==> config.mk <==
export PLATFORM = sky130hd
export DESIGN_NAME = sysex_seven_bit_packer_top
export DESIGN_NICKNAME = d
export VERILOG_FILES = /design/src/rtl/sspk_pkg.sv /design/src/rtl/sspk_front.sv /design/src/rtl/sspk_queue.sv /design/src/rtl/sspk_back.sv /design/src/rtl/sysex_seven_bit_packer_top.sv
export SDC_FILE = /design/constraint.sdc
export NUM_CORES = 1
export LEC_CHECK = 0
export BUFFER_PORTS_ARGS = -buffer_cell sky130_fd_sc_hd__buf_2
export CORE_UTILIZATION = 34
export DETAILED_ROUTE_END_ITERATION = 8
export GPL_ROUTABILITY_DRIVEN = 0
export MAX_ROUTING_LAYER = met4
export PLACE_DENSITY = 0.59
export SLEW_MARGIN = 20
export SYNTH_ARGS = -nofsm -noshare
export SYNTH_HDL_FRONTEND = slang
export SYNTH_SLANG_ARGS = --single-unit
==> constraint.sdc <==
create_clock -name clk -period 5.5 [get_ports clk]
set_input_delay 0.275 -clock clk [delete_from_list [all_inputs] [get_ports clk]]
set_output_delay 0.275 -clock clk [all_outputs]
set_load 0.05 [all_outputs]
==> src/rtl/sspk_pkg.sv <==
// ----------------------------------------------------------------------------
// sspk_pkg
// Shared types and constants for the seven-bit SysEx packer.
// ----------------------------------------------------------------------------
`timescale 1ns / 1ps

package sspk_pkg;

	localparam int unsigned GROUP_BYTES     = 7;
	localparam int unsigned OUT_SLOTS       = GROUP_BYTES + 1;
	localparam int unsigned CNT_W           = 3;
	localparam int unsigned REM_W           = 4;
	localparam int unsigned QUEUE_DEPTH_DEF = 2;

	localparam logic [CNT_W-1:0] TOP_POS   = 3'd6;
	localparam logic [6:0]       LOW7_MASK = 7'h7f;

	typedef struct packed {
		logic [7:0] data_byte;
		logic       last_byte;
	} in_word_t;

	typedef struct packed {
		logic [6:0] out_byte;
		logic       out_last;
	} out_word_t;

	// One finished group: header, bodies in arrival order, number of bodies.
	typedef struct packed {
		logic [6:0]                   header;
		logic [GROUP_BYTES-1:0][6:0]  bodies;
		logic [CNT_W-1:0]             count;
	} group_t;

	typedef struct packed {
		logic full;
		logic empty;
	} q_status_t;

endpackage

==> src/rtl/sspk_front.sv <==
// ----------------------------------------------------------------------------
// sspk_front
// Accepts input words, gathers bodies and header bits, and pushes each
// finished group into the group queue.
// ----------------------------------------------------------------------------
`timescale 1ns / 1ps

module sspk_front (
	input  logic               clk,
	input  logic               arst_n,
	input  logic               flip,
	input  logic               in_valid,
	output logic               in_stall,
	input  sspk_pkg::in_word_t in_word,
	input  sspk_pkg::q_status_t q_status,
	output logic               push,
	output sspk_pkg::group_t   push_group
);
	import sspk_pkg::*;

	logic [6:0]       hdr_q;
	logic [CNT_W-1:0] cnt_q;
	logic [6:0]       body_q [GROUP_BYTES];

	logic             accept;
	logic             close;
	logic [CNT_W-1:0] pos;
	logic [6:0]       hdr_next;

	assign in_stall = q_status.full;
	assign accept   = in_valid && !in_stall;
	assign close    = (cnt_q == TOP_POS) || in_word.last_byte;
	assign push     = accept && close;

	assign pos      = flip ? cnt_q : (TOP_POS - cnt_q);
	assign hdr_next = (hdr_q | (7'(in_word.data_byte[7]) << pos)) & LOW7_MASK;

	always_comb begin
		push_group.header = hdr_next;
		push_group.count  = cnt_q + 3'd1;
		for (int i = 0; i < int'(GROUP_BYTES); i++) begin
			push_group.bodies[i] = (cnt_q == CNT_W'(i)) ? in_word.data_byte[6:0] : body_q[i];
		end
	end

	always_ff @(posedge clk or negedge arst_n) begin
		if (!arst_n) begin
			hdr_q <= '0;
			cnt_q <= '0;
		end else if (accept) begin
			if (close) begin
				hdr_q <= '0;
				cnt_q <= '0;
			end else begin
				hdr_q <= hdr_next;
				cnt_q <= cnt_q + 3'd1;
			end
		end
	end

	always_ff @(posedge clk) begin
		if (accept) begin
			body_q[cnt_q] <= in_word.data_byte[6:0];
		end
	end

endmodule

==> src/rtl/sspk_queue.sv <==
// ----------------------------------------------------------------------------
// sspk_queue
// Short queue of finished groups between the front and the serialiser.
// ----------------------------------------------------------------------------
`timescale 1ns / 1ps

module sspk_queue #(
	parameter int unsigned DEPTH = sspk_pkg::QUEUE_DEPTH_DEF
) (
	input  logic                clk,
	input  logic                arst_n,
	input  logic                push,
	input  sspk_pkg::group_t    push_group,
	input  logic                pop,
	output sspk_pkg::group_t    head_group,
	output sspk_pkg::q_status_t q_status
);
	import sspk_pkg::*;

	localparam int unsigned PTR_W = (DEPTH > 1) ? $clog2(DEPTH) : 1;
	localparam int unsigned FILL_W = $clog2(DEPTH + 1);

	group_t            entry_q [DEPTH];
	logic [PTR_W-1:0]  wr_ptr_q;
	logic [PTR_W-1:0]  rd_ptr_q;
	logic [FILL_W-1:0] fill_q;

	assign q_status.full  = (fill_q == FILL_W'(DEPTH));
	assign q_status.empty = (fill_q == '0);
	assign head_group     = entry_q[rd_ptr_q];

	always_ff @(posedge clk or negedge arst_n) begin
		if (!arst_n) begin
			wr_ptr_q <= '0;
			rd_ptr_q <= '0;
			fill_q   <= '0;
		end else begin
			if (push) begin
				wr_ptr_q <= (wr_ptr_q == PTR_W'(DEPTH - 1)) ? '0 : wr_ptr_q + 1'b1;
			end
			if (pop) begin
				rd_ptr_q <= (rd_ptr_q == PTR_W'(DEPTH - 1)) ? '0 : rd_ptr_q + 1'b1;
			end
			if (push && !pop) begin
				fill_q <= fill_q + 1'b1;
			end else if (pop && !push) begin
				fill_q <= fill_q - 1'b1;
			end
		end
	end

	always_ff @(posedge clk) begin
		if (push) begin
			entry_q[wr_ptr_q] <= push_group;
		end
	end

endmodule

==> src/rtl/sspk_back.sv <==
// ----------------------------------------------------------------------------
// sspk_back
// Serialiser: loads a group from the queue and sends the header and then the
// bodies, one word per unstalled cycle, through an output shift register.
// ----------------------------------------------------------------------------
`timescale 1ns / 1ps

module sspk_back (
	input  logic                 clk,
	input  logic                 arst_n,
	input  sspk_pkg::group_t     head_group,
	input  sspk_pkg::q_status_t  q_status,
	output logic                 pop,
	output logic                 out_valid,
	input  logic                 out_stall,
	output sspk_pkg::out_word_t  out_word
);
	import sspk_pkg::*;

	logic [6:0]       sr_q [OUT_SLOTS];
	logic [REM_W-1:0] rem_q;
	logic             take;

	assign out_valid         = (rem_q != '0);
	assign out_word.out_byte = sr_q[0];
	assign out_word.out_last = (rem_q == 4'd1);
	assign take              = out_valid && !out_stall;

	// A new group may load as the last word of the previous one leaves.
	assign pop = !q_status.empty && (!out_valid || (take && out_word.out_last));

	always_ff @(posedge clk or negedge arst_n) begin
		if (!arst_n) begin
			rem_q <= '0;
		end else if (pop) begin
			rem_q <= {1'b0, head_group.count} + 4'd1;
		end else if (take) begin
			rem_q <= rem_q - 4'd1;
		end
	end

	always_ff @(posedge clk) begin
		if (pop) begin
			sr_q[0] <= head_group.header;
			for (int i = 0; i < int'(GROUP_BYTES); i++) begin
				sr_q[i+1] <= head_group.bodies[i];
			end
		end else if (take) begin
			for (int i = 0; i < int'(OUT_SLOTS) - 1; i++) begin
				sr_q[i] <= sr_q[i+1];
			end
		end
	end

endmodule

==> src/rtl/sysex_seven_bit_packer_top.sv <==
// Path: a word that closes a group is written into the group queue, then
// loaded into the serialiser when it is free; its header leads, bodies follow.
// Throughput: one input word per cycle while the group queue has room; the
// serialiser sends one output word per unstalled cycle; seven inputs give eight.
// Reset clears the header, counts, mode bit and queue; body stores are not
// cleared and need no clearing pass.
// ----------------------------------------------------------------------------
// sysex_seven_bit_packer_top
// Packs 8-bit words into 7-bit SysEx groups of a header and up to seven bodies.
// ----------------------------------------------------------------------------
`timescale 1ns / 1ps

module sysex_seven_bit_packer_top #(
	parameter int unsigned QUEUE_DEPTH = sspk_pkg::QUEUE_DEPTH_DEF
) (
	input  logic                clk,
	input  logic                arst_n,
	input  logic                cfg_wr_en,
	input  logic                cfg_wr_data,
	input  logic                in_valid,
	output logic                in_stall,
	input  sspk_pkg::in_word_t  in_word,
	output logic                out_valid,
	input  logic                out_stall,
	output sspk_pkg::out_word_t out_word
);
	import sspk_pkg::*;

	logic      flip_header_bits_q;
	logic      push;
	logic      pop;
	group_t    push_group;
	group_t    head_group;
	q_status_t q_status;

	always_ff @(posedge clk or negedge arst_n) begin
		if (!arst_n) begin
			flip_header_bits_q <= 1'b0;
		end else if (cfg_wr_en) begin
			flip_header_bits_q <= cfg_wr_data;
		end
	end

	sspk_front u_front (
		.clk        (clk),
		.arst_n     (arst_n),
		.flip       (flip_header_bits_q),
		.in_valid   (in_valid),
		.in_stall   (in_stall),
		.in_word    (in_word),
		.q_status   (q_status),
		.push       (push),
		.push_group (push_group)
	);

	sspk_queue #(
		.DEPTH (QUEUE_DEPTH)
	) u_queue (
		.clk        (clk),
		.arst_n     (arst_n),
		.push       (push),
		.push_group (push_group),
		.pop        (pop),
		.head_group (head_group),
		.q_status   (q_status)
	);

	sspk_back u_back (
		.clk        (clk),
		.arst_n     (arst_n),
		.head_group (head_group),
		.q_status   (q_status),
		.pop        (pop),
		.out_valid  (out_valid),
		.out_stall  (out_stall),
		.out_word   (out_word)
	);

endmodule

==> out/metrics.yaml <==
timing:
  worstMarginPinSlew_ns: 0.906
  fmax_mhz: 340
  rsz0062_at_grt: "false"
  fin_crit_sh_pct: 53.5
  setup_slack_ns: 2.56
  hold_viol_final: 0
  worst_clock_skew_ns: 0.00787
  finalSetupViolCount: 0
  maxSlewHeadroom_pct: 39.1
  drv_slew: 0
  min_period_ns: 2.94
  fin_setup_tns_ns: 0
grt:
  grt_use_total_pct: 13.4
  antenna_found_initial: 0
  grt_start_max_net_pins: 87
  grt_pass1_wl_um: 28600
  grt_overflow: 0
  first_global_vias: 5170
power_and_ir_drop:
  comb_power_share_pct: 22.9
  fin_total_pwr_w: 0.00605
  sw_frac_of_total_pct: 29.2
  switching_power_w: 0.00177
  leakage_nw: 3.93
  peakVddDrop_v: 0.000232
  p_clk_share_pct: 30.4
  seq_power_share_pct: 46.7
  power.internal_w: 0.00428
  powerDensity_mw_per_mm2: 545
detailed_routing:
  drc: 0
  dr.pass1.iters: 7
  ant_nets: 0
  vias: 4841
  wl_per_cell_um: 17.6
  viasPerCell: 4.76
  wl_um: 17800
  drtIter0Drc: 342
final_layout:
  area_delta_synth_final_pct: 15.5
  nNetsFinal: 644
  drive_above_1_share_pct: 22.4
  multi_input_area_mm2: 0.00228
  n_antenna_cell: 0
  regArea_mm2: 0.00717
  fillers: 2567
clock_tree:
  clk_path_buf_depth: 3
  clk_latency_ns: 0.52
  numCtsBuffers: 26
  cts_sinks: 242
  cts_setup_buffers: 0
  clockRootBuffer: "clkbuf_16"
  htree_levels: 1
  path_clk_slew_ns: 0.06
  cts_tree: "yes"
yosys:
  synth_edf_count: 223
  yosys.area.top_type: "edfxtp_1"
  synth_top_area_share_pct: 69.6
  synth_fp_nets: 608
  synth_xor_area_share_pct: 0.546
  avgSynthCellArea_um2: 16.5
  synth_cell_type_count: 40
  synth_top_family_by_area: "multiplexers"
  syn-instance-count: 583
  synth_commonest_cells: "edfxtp_1 (223), nand2_1 (69), mux2_2 (59), mux2i_1 (50), o21ai_0 (46)"
  yosys.area_share.simple_pct: 4.28
  muxShareOfSynthArea_pct: 12.1
  synth_fa_ha_area_share_pct: 1.30
  yosysMostFrequentCell: "edfxtp_1"
  synthTopCellsByArea: "edfxtp_1 (70%), mux2_2 (6.9%), mux2i_1 (5.2%), dfrtp_1 (4.9%), nand2_1 (2.7%)"
  synth_seq_cells: 242
  syn-cell-area_mm2: 0.00962
  yosysSeqAreaShare_pct: 74.5
  async_reset_ff_share_pct: 7.85
  yosys_most_used_dff: "edfxtp_1"
  synth_compound_area_share_pct: 4.95
  ys_warn_count: 0
worst_setup_path:
  reg2reg_from: "u_back.rem_q[1]"
  r2r_cells: 7
  r2r-end: "u_back.sr_q[0][3]"
  r2r_setup_slack_ns: 2.56
  cp.arrival_ns: 3.09
  endpoint: "u_back.sr_q[0][3]"
  path_class: "flip-flop to flip-flop"
  cp_max_fo: 44
  critPathRequiredTime_ns: 5.65
  worstSetupStartpoint: "u_back.rem_q[1]"
  critPathLaunchType: "flip-flop"
  crit_path_end_kind: "flip-flop"
min_path:
  min_path_type: "input pin to flip-flop"
  whs_path_depth: 1
floorplan:
  num_rows: 61
  die_area_mm2: 0.0290
  die_y_um: 170
  initial_utilization_pct: 34.6
  dieWidth_um: 170
  design.portCount: 25
  core_mm2: 0.0278
outcome:
  status: "complete, no violations"
placement:
  dpl.hpwl_um: 10800
  pre_cts_slack_ns: 2.35
  io_buffers: 24
flow_run:
  drv_cap: 0
[per-stage QoR]
step | utilization [%] | cells | hold slack (ns) | cell area, um2
6_report | 40.0 | 1016 | 0.167 | 11100
5_1_grt | 40.0 | 1016 | 0.169 | 11100
4_1_cts | 40.0 | 1016 | 0.165 | 11100
3_5_place_dp | 36.6 | 966 | 0.247 | 10200
3_3_place_gp | 36.5 | 966 | 0.241 | 10100
2_1_floorplan | - | 583 | -0.0206 | 9630
[flip-flops by register name (all words and copies together) (netlist names)]
signal              flops
flip_header_bits_q      1
u_back.rem_q            4
u_back.sr_q            56
u_front.body_q         49
u_front.cnt_q           3
u_front.hdr_q           7
u_queue.entry_q       118
u_queue.fill_q          2
u_queue.rd_ptr_q        1
u_queue.wr_ptr_q        1
[worst max-delay path, cell delays in order (launching register included)]
cell	delay [ns]
dfrtp_1	0.37
inv_1	0.12
ha_1	0.24
nor2b_1	0.16
o211a_1	0.44
inv_1	0.39
o21ai_4	0.24
buf_4	0.56
[worst min path at each step]
stage                           endpoint  slack [ns]       start
floorplan             flip_header_bits_q       -0.02      arst_n
global placement         u_back.rem_q[2]        0.24      arst_n
detailed placement       u_back.rem_q[0]        0.25      arst_n
global route        u_front.body_q[2][2]        0.17  in_word[3]
CTS                 u_front.body_q[4][5]        0.16  in_word[6]
finish              u_front.body_q[4][5]        0.17  in_word[6]
[layout by cell type (no fill, tap or decap), types with 2 or more instances in the layout]
cell           count
buf_2             24
nor3_1             3
nor2b_1            2
o21ai_1            9
mux2_2            59
clkinv_1           5
o21ai_0           45
nor2_1             4
buf_4             10
o32ai_1            3
bufinv_16          6
mux2i_1           50
nand2_1           69
a21o_1             3
dlygate4sd3_1      3
a21oi_1            2
inv_1             10
dfrtp_1           18
clkbuf_16         27
nand2b_1           2
xnor2_1            3
a21boi_0           7
clkinv_2           6
clkbuf_1           3
ha_1              10
nor4_1             4
edfxtp_1         223
a31o_2             3
xor2_1             3
nand3_1            3
[kinds of logic after synthesis]
logic type,count (synthesis)
flip-flops,242
multiplexers,109
AND/OR/NAND/NOR,96
AO/OA/AOI/OAI,80
buffers and inverters,40
adder cells (fa/ha/maj),10
XOR/XNOR,6
[cell type report]
type	count	share of cell area, %
timing repair buffer	37	2.03
multi-input combinational	301	20.5
sequential	242	64.6
clock buffer	30	6.18
tap	378	4.26
inverter	11	0.372
clock inverter	17	2.09
[timing repair]
action                                 CTS  global route
endpoints found under the hold margin   20             0
hold buffers                             3             0
resized for setup                        0             0
[metal layers]
layer | track usage, % | up-vias | wire [um] | share of wire [%]
li1 | - | 2281 | - | -
met3 | 2.33 | 33 | 671 | 3.8
met2 | 22.9 | 82 | 9120 | 51
met1 | 16.0 | 2445 | 7640 | 43
met5 | - | - | 0 | 0
met4 | 4.31 | 0 | 422 | 2.4
[power by group through the flow]
stage / logic (W) / registers (W) / clock network (W)
detailed placement: 0.00140 / 0.00287 / 0
finish: 0.00138 / 0.00283 / 0.00184
global route: 0.00153 / 0.00288 / 0.00197
global placement: 0.00135 / 0.00285 / 0
CTS: 0.00141 / 0.00283 / 0.00189
floorplan: 0.00114 / 0.00277 / 0
Note: power is estimated with default switching activity, not from simulation.
